--- config.mk ---
export PLATFORM = sky130hd
export DESIGN_NAME = riscv_next_pc_predictor
export DESIGN_NICKNAME = d
export VERILOG_FILES = /design/src/design/rnpp_pkg.sv /design/src/design/riscv_next_pc_predictor.sv /design/src/design/rnpp_decode.sv
export SDC_FILE = /design/constraint.sdc
export NUM_CORES = 1
export LEC_CHECK = 0
export BUFFER_PORTS_ARGS = -buffer_cell sky130_fd_sc_hd__clkbuf_2
export CORE_ASPECT_RATIO = 0.7
export CORE_MARGIN = 3
export CORE_UTILIZATION = 50
export CTS_CLUSTER_SIZE = 28
export DETAILED_ROUTE_END_ITERATION = 8
export PLACE_DENSITY = 0.81
export SYNTH_ARGS = -nofsm -noshare
export SYNTH_HDL_FRONTEND = slang
export SYNTH_SLANG_ARGS = --single-unit
--- constraint.sdc ---
create_clock -name clk -period 18.5 [get_ports clk]
set_input_delay 0.925 -clock clk [delete_from_list [all_inputs] [get_ports clk]]
set_output_delay 0.925 -clock clk [all_outputs]
set_load 0.005 [all_outputs]
--- src/design/rnpp_pkg.sv ---
// Package: types, encodings and widths for the next-PC predictor.
package rnpp_pkg;

    localparam int XLEN_DEFAULT = 64;
    localparam int WORD_W       = 64;
    localparam int INSTR_W      = 32;
    localparam int IMM_W        = 21;

    // Major opcodes of full-width instructions
    localparam logic [6:0] OPC_JAL    = 7'b1101111;
    localparam logic [6:0] OPC_JALR   = 7'b1100111;
    localparam logic [6:0] OPC_BRANCH = 7'b1100011;

    // Compressed quadrants
    localparam logic [1:0] QUAD_C1   = 2'b01;
    localparam logic [1:0] QUAD_C2   = 2'b10;
    localparam logic [1:0] QUAD_FULL = 2'b11;

    // Compressed funct3 codes
    localparam logic [2:0] CF3_JAL  = 3'd1;
    localparam logic [2:0] CF3_JR   = 3'd4;
    localparam logic [2:0] CF3_J    = 3'd5;
    localparam logic [2:0] CF3_BEQZ = 3'd6;
    localparam logic [2:0] CF3_BNEZ = 3'd7;

    // Branch funct3 codes
    localparam logic [2:0] BF3_BEQ  = 3'd0;
    localparam logic [2:0] BF3_BNE  = 3'd1;
    localparam logic [2:0] BF3_BLT  = 3'd4;
    localparam logic [2:0] BF3_BGE  = 3'd5;
    localparam logic [2:0] BF3_BLTU = 3'd6;
    localparam logic [2:0] BF3_BGEU = 3'd7;

    // Redirect condition evaluated in the compare stage
    typedef enum logic [2:0] {
        COND_NEVER,
        COND_ALWAYS,
        COND_EQ,
        COND_NE,
        COND_LT,
        COND_GE,
        COND_LTU,
        COND_GEU
    } cond_t;

    // Decoded control for one word
    typedef struct packed {
        cond_t cond;
        logic  base_rs1;   // target base is rs1 instead of pc
        logic  clr_bit0;   // register jumps clear target bit 0
        logic  compressed; // fall-through is pc+2
        logic  b_zero;     // compare rs1 against zero
    } ctrl_t;

endpackage

--- src/design/riscv_next_pc_predictor.sv ---
// Three-stage pipeline that resolves the next PC of one instruction word per
// cycle: decode, then compare and add, then select into the output register.
// A word accepted into stage 1 passes through stage 2 into the output
// registers and shows on result_valid until the receiver takes it; one word
// per cycle is sustained while result_stall stays low. Each stage holds its
// word while the next one is full and stalled, so item_stall follows
// result_stall combinationally only once all three stages are occupied.
// Addresses are XLEN bits wide and zero-extended on next_pc.
module riscv_next_pc_predictor #(
    parameter int XLEN = rnpp_pkg::XLEN_DEFAULT
) (
    input  logic                          clk,
    input  logic                          rst_n,
    input  logic                          item_valid,
    output logic                          item_stall,
    input  logic [rnpp_pkg::WORD_W-1:0]   pc,
    input  logic [rnpp_pkg::INSTR_W-1:0]  instr_word,
    input  logic [rnpp_pkg::WORD_W-1:0]   rs1_value,
    input  logic [rnpp_pkg::WORD_W-1:0]   rs2_value,
    output logic                          result_valid,
    input  logic                          result_stall,
    output logic [rnpp_pkg::WORD_W-1:0]   next_pc,
    output logic                          redirected
);

    rnpp_pkg::ctrl_t dec_ctrl;
    logic [XLEN-1:0] dec_imm;

    // Stage 1 registers
    logic            s1_valid_reg;
    rnpp_pkg::ctrl_t s1_ctrl_reg;
    logic [XLEN-1:0] s1_imm_reg;
    logic [XLEN-1:0] s1_pc_reg;
    logic [XLEN-1:0] s1_a_reg;
    logic [XLEN-1:0] s1_b_reg;

    // Stage 2 registers
    logic            s2_valid_reg;
    logic            s2_take_reg;
    logic [XLEN-1:0] s2_target_reg;
    logic [XLEN-1:0] s2_seq_reg;

    // Stage 3 (output) registers
    logic            s3_valid_reg;
    logic            s3_redir_reg;
    logic [XLEN-1:0] s3_next_pc_reg;

    logic            s1_ready;
    logic            s2_ready;
    logic            s3_ready;

    logic            s2_take_next;
    logic [XLEN-1:0] s2_target_next;
    logic [XLEN-1:0] s2_seq_next;
    logic [XLEN-1:0] s2_base;
    logic [XLEN-1:0] s3_next_pc_next;

    rnpp_decode #(
        .XLEN (XLEN)
    ) u_decode (
        .instr_word (instr_word),
        .ctrl       (dec_ctrl),
        .imm        (dec_imm)
    );

    // Flow control: a stage loads when empty or when its word moves on
    assign s3_ready   = !s3_valid_reg || !result_stall;
    assign s2_ready   = !s2_valid_reg || s3_ready;
    assign s1_ready   = !s1_valid_reg || s2_ready;
    assign item_stall = !s1_ready;

    // Valid bits
    always_ff @(posedge clk or negedge rst_n)
    begin
        if (!rst_n)
        begin
            s1_valid_reg <= 1'b0;
            s2_valid_reg <= 1'b0;
            s3_valid_reg <= 1'b0;
        end
        else
        begin
            if (s1_ready)
                s1_valid_reg <= item_valid;
            if (s2_ready)
                s2_valid_reg <= s1_valid_reg;
            if (s3_ready)
                s3_valid_reg <= s2_valid_reg;
        end
    end

    // Stage 1: decoded word and operands
    always_ff @(posedge clk)
    begin
        if (s1_ready && item_valid)
        begin
            s1_ctrl_reg <= dec_ctrl;
            s1_imm_reg  <= dec_imm;
            s1_pc_reg   <= pc[XLEN-1:0];
            s1_a_reg    <= rs1_value[XLEN-1:0];
            s1_b_reg    <= dec_ctrl.b_zero ? '0 : rs2_value[XLEN-1:0];
        end
    end

    // Stage 2: condition, target and fall-through adds
    assign s2_base        = s1_ctrl_reg.base_rs1 ? s1_a_reg : s1_pc_reg;
    assign s2_target_next = (s2_base + s1_imm_reg) &
                            ~XLEN'(s1_ctrl_reg.clr_bit0);
    assign s2_seq_next    = s1_pc_reg + (s1_ctrl_reg.compressed ? XLEN'(2) : XLEN'(4));

    always_comb
    begin
        unique case (s1_ctrl_reg.cond)
            rnpp_pkg::COND_NEVER:  s2_take_next = 1'b0;
            rnpp_pkg::COND_ALWAYS: s2_take_next = 1'b1;
            rnpp_pkg::COND_EQ:     s2_take_next = (s1_a_reg == s1_b_reg);
            rnpp_pkg::COND_NE:     s2_take_next = (s1_a_reg != s1_b_reg);
            rnpp_pkg::COND_LT:     s2_take_next = ($signed(s1_a_reg) < $signed(s1_b_reg));
            rnpp_pkg::COND_GE:     s2_take_next = ($signed(s1_a_reg) >= $signed(s1_b_reg));
            rnpp_pkg::COND_LTU:    s2_take_next = (s1_a_reg < s1_b_reg);
            rnpp_pkg::COND_GEU:    s2_take_next = (s1_a_reg >= s1_b_reg);
            default:               s2_take_next = 1'b0;
        endcase
    end

    always_ff @(posedge clk)
    begin
        if (s2_ready && s1_valid_reg)
        begin
            s2_take_reg   <= s2_take_next;
            s2_target_reg <= s2_target_next;
            s2_seq_reg    <= s2_seq_next;
        end
    end

    // Stage 3: pick the target or the fall-through address
    assign s3_next_pc_next = s2_take_reg ? s2_target_reg : s2_seq_reg;

    always_ff @(posedge clk)
    begin
        if (s3_ready && s2_valid_reg)
        begin
            s3_next_pc_reg <= s3_next_pc_next;
            s3_redir_reg   <= s2_take_reg;
        end
    end

    assign result_valid = s3_valid_reg;
    assign redirected   = s3_redir_reg;
    assign next_pc      = rnpp_pkg::WORD_W'(s3_next_pc_reg);

endmodule

--- src/design/rnpp_decode.sv ---
// Instruction decode: redirect condition, target base and sign-extended offset.
module rnpp_decode #(
    parameter int XLEN = rnpp_pkg::XLEN_DEFAULT
) (
    input  logic [rnpp_pkg::INSTR_W-1:0] instr_word,
    output rnpp_pkg::ctrl_t              ctrl,
    output logic [XLEN-1:0]              imm
);

    logic [15:0]                       c;
    logic [rnpp_pkg::INSTR_W-1:0]      w;
    logic [11:0]                       off_cj;
    logic [8:0]                        off_cb;
    logic [20:0]                       off_j;
    logic [12:0]                       off_b;
    logic [11:0]                       off_i;
    logic signed [rnpp_pkg::IMM_W-1:0] imm_s;

    assign w = instr_word;
    assign c = instr_word[15:0];

    // Offset fields, scrambled as the encodings place them
    assign off_cj = {c[12], c[8], c[10:9], c[6], c[7], c[2], c[11], c[5:3], 1'b0};
    assign off_cb = {c[12], c[6:5], c[2], c[11:10], c[4:3], 1'b0};
    assign off_j  = {w[31], w[19:12], w[20], w[30:21], 1'b0};
    assign off_b  = {w[31], w[7], w[30:25], w[11:8], 1'b0};
    assign off_i  = w[31:20];

    // Classify the word
    always_comb
    begin
        ctrl.cond       = rnpp_pkg::COND_NEVER;
        ctrl.base_rs1   = 1'b0;
        ctrl.clr_bit0   = 1'b0;
        ctrl.compressed = (w[1:0] != rnpp_pkg::QUAD_FULL);
        ctrl.b_zero     = 1'b0;
        imm_s           = '0;
        if (w[1:0] != rnpp_pkg::QUAD_FULL)
        begin
            if (c[1:0] == rnpp_pkg::QUAD_C1 && (c[15:13] == rnpp_pkg::CF3_J ||
                (c[15:13] == rnpp_pkg::CF3_JAL && XLEN == 32)))
            begin
                ctrl.cond = rnpp_pkg::COND_ALWAYS;
                imm_s     = rnpp_pkg::IMM_W'($signed(off_cj));
            end
            else if (c[1:0] == rnpp_pkg::QUAD_C1 &&
                     (c[15:13] == rnpp_pkg::CF3_BEQZ || c[15:13] == rnpp_pkg::CF3_BNEZ))
            begin
                ctrl.cond   = (c[15:13] == rnpp_pkg::CF3_BEQZ) ? rnpp_pkg::COND_EQ
                                                                : rnpp_pkg::COND_NE;
                ctrl.b_zero = 1'b1;
                imm_s       = rnpp_pkg::IMM_W'($signed(off_cb));
            end
            else if (c[1:0] == rnpp_pkg::QUAD_C2 && c[15:13] == rnpp_pkg::CF3_JR &&
                     c[6:2] == 5'd0 && c[11:7] != 5'd0)
            begin
                // C.JR / C.JALR; rs1 of zero is reserved or C.EBREAK
                ctrl.cond     = rnpp_pkg::COND_ALWAYS;
                ctrl.base_rs1 = 1'b1;
                ctrl.clr_bit0 = 1'b1;
            end
        end
        else if (w[6:0] == rnpp_pkg::OPC_JAL)
        begin
            ctrl.cond = rnpp_pkg::COND_ALWAYS;
            imm_s     = $signed(off_j);
        end
        else if (w[6:0] == rnpp_pkg::OPC_JALR)
        begin
            ctrl.cond     = rnpp_pkg::COND_ALWAYS;
            ctrl.base_rs1 = 1'b1;
            ctrl.clr_bit0 = 1'b1;
            imm_s         = rnpp_pkg::IMM_W'($signed(off_i));
        end
        else if (w[6:0] == rnpp_pkg::OPC_BRANCH)
        begin
            imm_s = rnpp_pkg::IMM_W'($signed(off_b));
            unique case (w[14:12])
                rnpp_pkg::BF3_BEQ:  ctrl.cond = rnpp_pkg::COND_EQ;
                rnpp_pkg::BF3_BNE:  ctrl.cond = rnpp_pkg::COND_NE;
                rnpp_pkg::BF3_BLT:  ctrl.cond = rnpp_pkg::COND_LT;
                rnpp_pkg::BF3_BGE:  ctrl.cond = rnpp_pkg::COND_GE;
                rnpp_pkg::BF3_BLTU: ctrl.cond = rnpp_pkg::COND_LTU;
                rnpp_pkg::BF3_BGEU: ctrl.cond = rnpp_pkg::COND_GEU;
                default:            ctrl.cond = rnpp_pkg::COND_NEVER;
            endcase
        end
    end

    // Sign-extend the offset to the address width
    assign imm = XLEN'(imm_s);

endmodule

==> results.md <==
- The endpoint arrival time on the critical path is 4.65 ns.
- The class of the worst hold path is in -> async.
- In this design, the stage delay of the slowest critical-path cell is 0.72 ns.
- The die is 180 um tall.
- The H-tree was split into 2 levels.
- The most used flip-flop cell after synthesis is edfxtp_1.
- The total routed wirelength is 54800 um.
- Of all flip-flops after synthesis, the portion carrying an async set or reset was 0.723%.
- The post-layout total power is 2460 uW.
- Counting every sink on the clock net gives 415.
- The final routed wire length divided by cell count is 21.6 um.
- The total global routing overflow is 0.
- After detailed placement, the total cell area comes to 23600 um^2.
- In this run, CTS created clock tree buffers numbering 42.
- After routing the design area is 24900 um^2.
- The clock arrives with 0.0233 ns of skew.
- Detailed routing inserted a total of 14500 vias.
- The endpoint kind of the worst setup timing path is a flip-flop.
- The number of top-level pins is 295.
- Port buffering added 294 buffers.
- The congestion estimate from routability-driven global placement came to 0.897.
- The synthesized design contains 415 register bits.
- The initial detailed-routing violation count is 1163.
- The critical path goes through buf_4 > mux2_2 > ha_1 > inv_1 > fa_1 > nor2b_1 > o2111ai_1 > a21o_1 > a211oi_1 > a211o_1 > nor2b_1 > inv_2 > o21bai_1 > a41oi_1 > xnor2_1.
- Leaving out filler cells and counting taps, the final layout contains 2543.
- The placeable core area is 41700 um^2.
- The total routing usage reported by global routing is 23.6%.
- The share of the yosys chip area belonging to registers is 57.8%.
- The worst slew margin relative to its limit is 26.0%.
- Cells with a size suffix above 1 make up 26.8% of the layout.
- The synthesized netlist contains 83 unique library cells.
- The number of antenna diodes in the final layout is 0.
- The slew at the pin closest to its max-slew limit is 1.10 ns.
- The signed area change from the synthesized netlist to the final layout is 15.4%.
- At the worst endpoint, the required time is 18.79 ns.
- The synthesized design contains 412 enable-type register cells.
- For this design, the CTS-stage hold fixing added 0 buffers.
- The clock network latency to the later pin of the worst-skew pair is 0.55 ns.
- The period utilization is 23.6%.
- The count of cells resized by post-cts repair is 0.
- The number of fill cells in the layout is 3262.
- The max-slew violation count was 0.
- The average vias per placed instance is 5.70.
- The tool flagged a number of max-cap violations equal to 0.
- The critical path is of the reg -> reg type.
- Once the floorplan was initialized, standard cells occupied 51.6% of the core.
- Post-CTS timing repair inserted 0 buffers for setup.
- The mapped netlist covers 21600 um^2.
- The final-layout setup total negative slack is 0 ns.
- The cell repeated most along the worst path is nor2b_1.
- The maximum buffer depth of the clock tree is 3.
- The number of antenna violations at the first check in global routing is 1.
- The achievable frequency is 0.229 GHz.
- The number of nets in the synthesized netlist is 2032.
- Summing all flip-flop and latch instances after layout gives 12400 um^2.
- After layout, the minimum clock period comes to 4.36 ns.
- The maximum number of pins on one net before global-route repair is 80.
- The flow ran to the end, and the final reports show no timing, DRC or antenna violations.
- The area of the die is 45700 um^2.
- The standard cell with the maximum stage delay on the critical path is buf_4.
- In this run the worst path has a maximum fanout of 71.
- After detailed placement, the design holds a cell count of 2469.
- IR analysis of the VDD net gives a maximum drop of 0.0701 mV.
- After detailed routing, the number of remaining DRC violations is 0.
- The number of global-route vias before repair is 14300.
- The floorplan has 62 rows.
- The library cell used as clock root buffer is clkbuf_16.
- Measured along the x axis, the die boundary spans 254 um.
- The residual antenna-violating net count after detailed routing is 0.
- Setup violations remaining at the end of the flow were counted as 0.
- The final HPWL from detailed placement is 41100 um.
- In the final design database the tool counted 2335 nets.
- The iteration count of the initial detailed-routing pass is 7.
- Setup repair after global routing left no endpoint under its margin.
- The synthesized area per cell is 12.9 um^2.
- The first-pass GRT wire length is 83200 um.
- The count of final hold-check violations was 0.
- The area occupied by multi-input gates is 8530 um^2.
- Clock-pin slew was measured on the worst setup and hold paths at 0.06 ns.
- Power spread over the standard cell area amounts to 98.8 nW/um^2.
- The leakage component of the power is 0.0102 uW.
- For this run, the number of Yosys warnings is 0.
- Synthesis handed over a netlist of 1666 instances.
- The TritonCTS clock tree is built.
- STA classifies the critical path startpoint as a flip-flop.
==> placed cells by master (no fill, tap or decap), types with 13 or more instances in the layout <==
master and count:
nand4_1 46, o21bai_1 13, a21oi_1 88, nor2b_1 76, inv_1 106, o21ai_0 32, edfxtp_1 412, xor2_1 44
nand3_1 38, xnor2_1 79, ha_1 136, clkbuf_2 294, mux2_2 120, clkbuf_16 43, nor3_1 13, and3_1 16
nand2_1 105, a21o_1 53, nor2_1 67
==> final cells by class <==
class | instances | share of cell area, %
multi-input cells | 1098 | 34.3
flip-flops and latches | 415 | 50.0
clock inverters | 26 | 0.659
well taps | 544 | 2.74
repair buffers | 305 | 6.25
inverters | 107 | 1.61
clock buffers | 48 | 4.40
==> Yosys cell counts, drive strengths merged (10+ instances only) <==
| cell type | count | area share (%) |
|---|---|---|
| inv | 107 | 1.9 |
| a21o | 53 | 1.8 |
| nor2 | 69 | 1.2 |
| xnor2 | 79 | 3.2 |
| o211ai | 12 | 0.46 |
| nor2b | 76 | 2.2 |
| nand4 | 47 | 1.4 |
| and3 | 16 | 0.46 |
| nand3 | 40 | 0.98 |
| nand2 | 107 | 1.9 |
| ha | 136 | 7.9 |
| mux2 | 120 | 6.3 |
| a211oi | 11 | 0.41 |
| o21bai | 14 | 0.54 |
| o21ai | 44 | 1.1 |
| a21oi | 96 | 2.4 |
| nor3 | 18 | 0.54 |
| edfxtp | 412 | 57 |
| clkbuf | 36 | 0.63 |
| xor2 | 44 | 1.8 |
| o21a | 12 | 0.42 |
| buf | 10 | 0.28 |
==> stage by stage <==
| stage | utilization (%) | hold WS (ns) | setup WS (ns) |
|---|---|---|---|
| CTS | 59.6 | 0.136 | 14.15 |
| global placement | 56.6 | 0.471 | 14.36 |
| finish | 59.6 | 0.160 | 14.14 |
| detailed placement | 56.6 | 0.482 | 14.20 |
| floorplan | - | 0.422 | 11.89 |
| global route | 59.6 | 0.142 | 13.86 |
==> worst max-delay path, delay by kind of cell, from the launching register on <==
family          cells  cell delay, ns
buf+inv             3            0.84
xor+xnor            1            0.16
fa+ha+maj           2            0.60
simple gates        2            0.46
mux                 1            0.31
flops               1            0.32
compound gates      6            1.37
==> path summary, 6_finish.rpt <==
check / startpoint / endpoint / slack, ns / cells after the start
worst max-delay path: s1_ctrl_reg[3]$_DFFE_PP_ / s2_target_reg[42]$_DFFE_PP_ / 14.14 / 15
worst min-delay path: rst_n / result_valid$_DFFE_PN0P_ / 0.16 / 1
worst max register to register: s1_ctrl_reg[3]$_DFFE_PP_ / s2_target_reg[42]$_DFFE_PP_ / 14.14 / 15
worst min register to register: s1_valid_reg$_DFFE_PN0N_ / s2_valid_reg$_DFFE_PN0P_ / 0.49 / 1
max in group asynchronous: rst_n / s1_valid_reg$_DFFE_PN0N_ / 18.23 / 1
min in group clk: s1_valid_reg$_DFFE_PN0N_ / s2_valid_reg$_DFFE_PN0P_ / 0.49 / 1
==> metal layers <==
metal	global-route usage (%)	up-vias	wire (um)
met5	0	-	20
met1	35.7	7039	25100
met2	35.3	553	24000
met3	3.97	89	4040
li1	-	6822	-
met4	6.69	2	1610
==> cells by family (layout without fill, tap and decap cells) <==
| kind of cell | count (synthesis) | after routing | share of synthesized area [%] |
|---|---|---|---|
| buffers and inverters | 153 | 486 | 2.77 |
| and+or+nand+nor | 411 | 411 | 10.1 |
| adders and majority gates | 138 | 138 | 8.08 |
| AOI/OAI and AO/OA | 303 | 303 | 9.92 |
| DFF | 415 | 415 | 57.8 |
| muxes | 123 | 123 | 6.41 |
| xor gates and xnor gates | 123 | 123 | 5.00 |
==> power breakdown <==
part	leakage [uW]	internal, uW	total, uW	switching (uW)
Sequential	0.00402	1170	1220	49.3
Combinational	0.00553	183	435	253
Clock	0.000619	439	801	362
Total	0.0102	1790	2460	664
No activity file was read; power rests on OpenSTA's default activity.
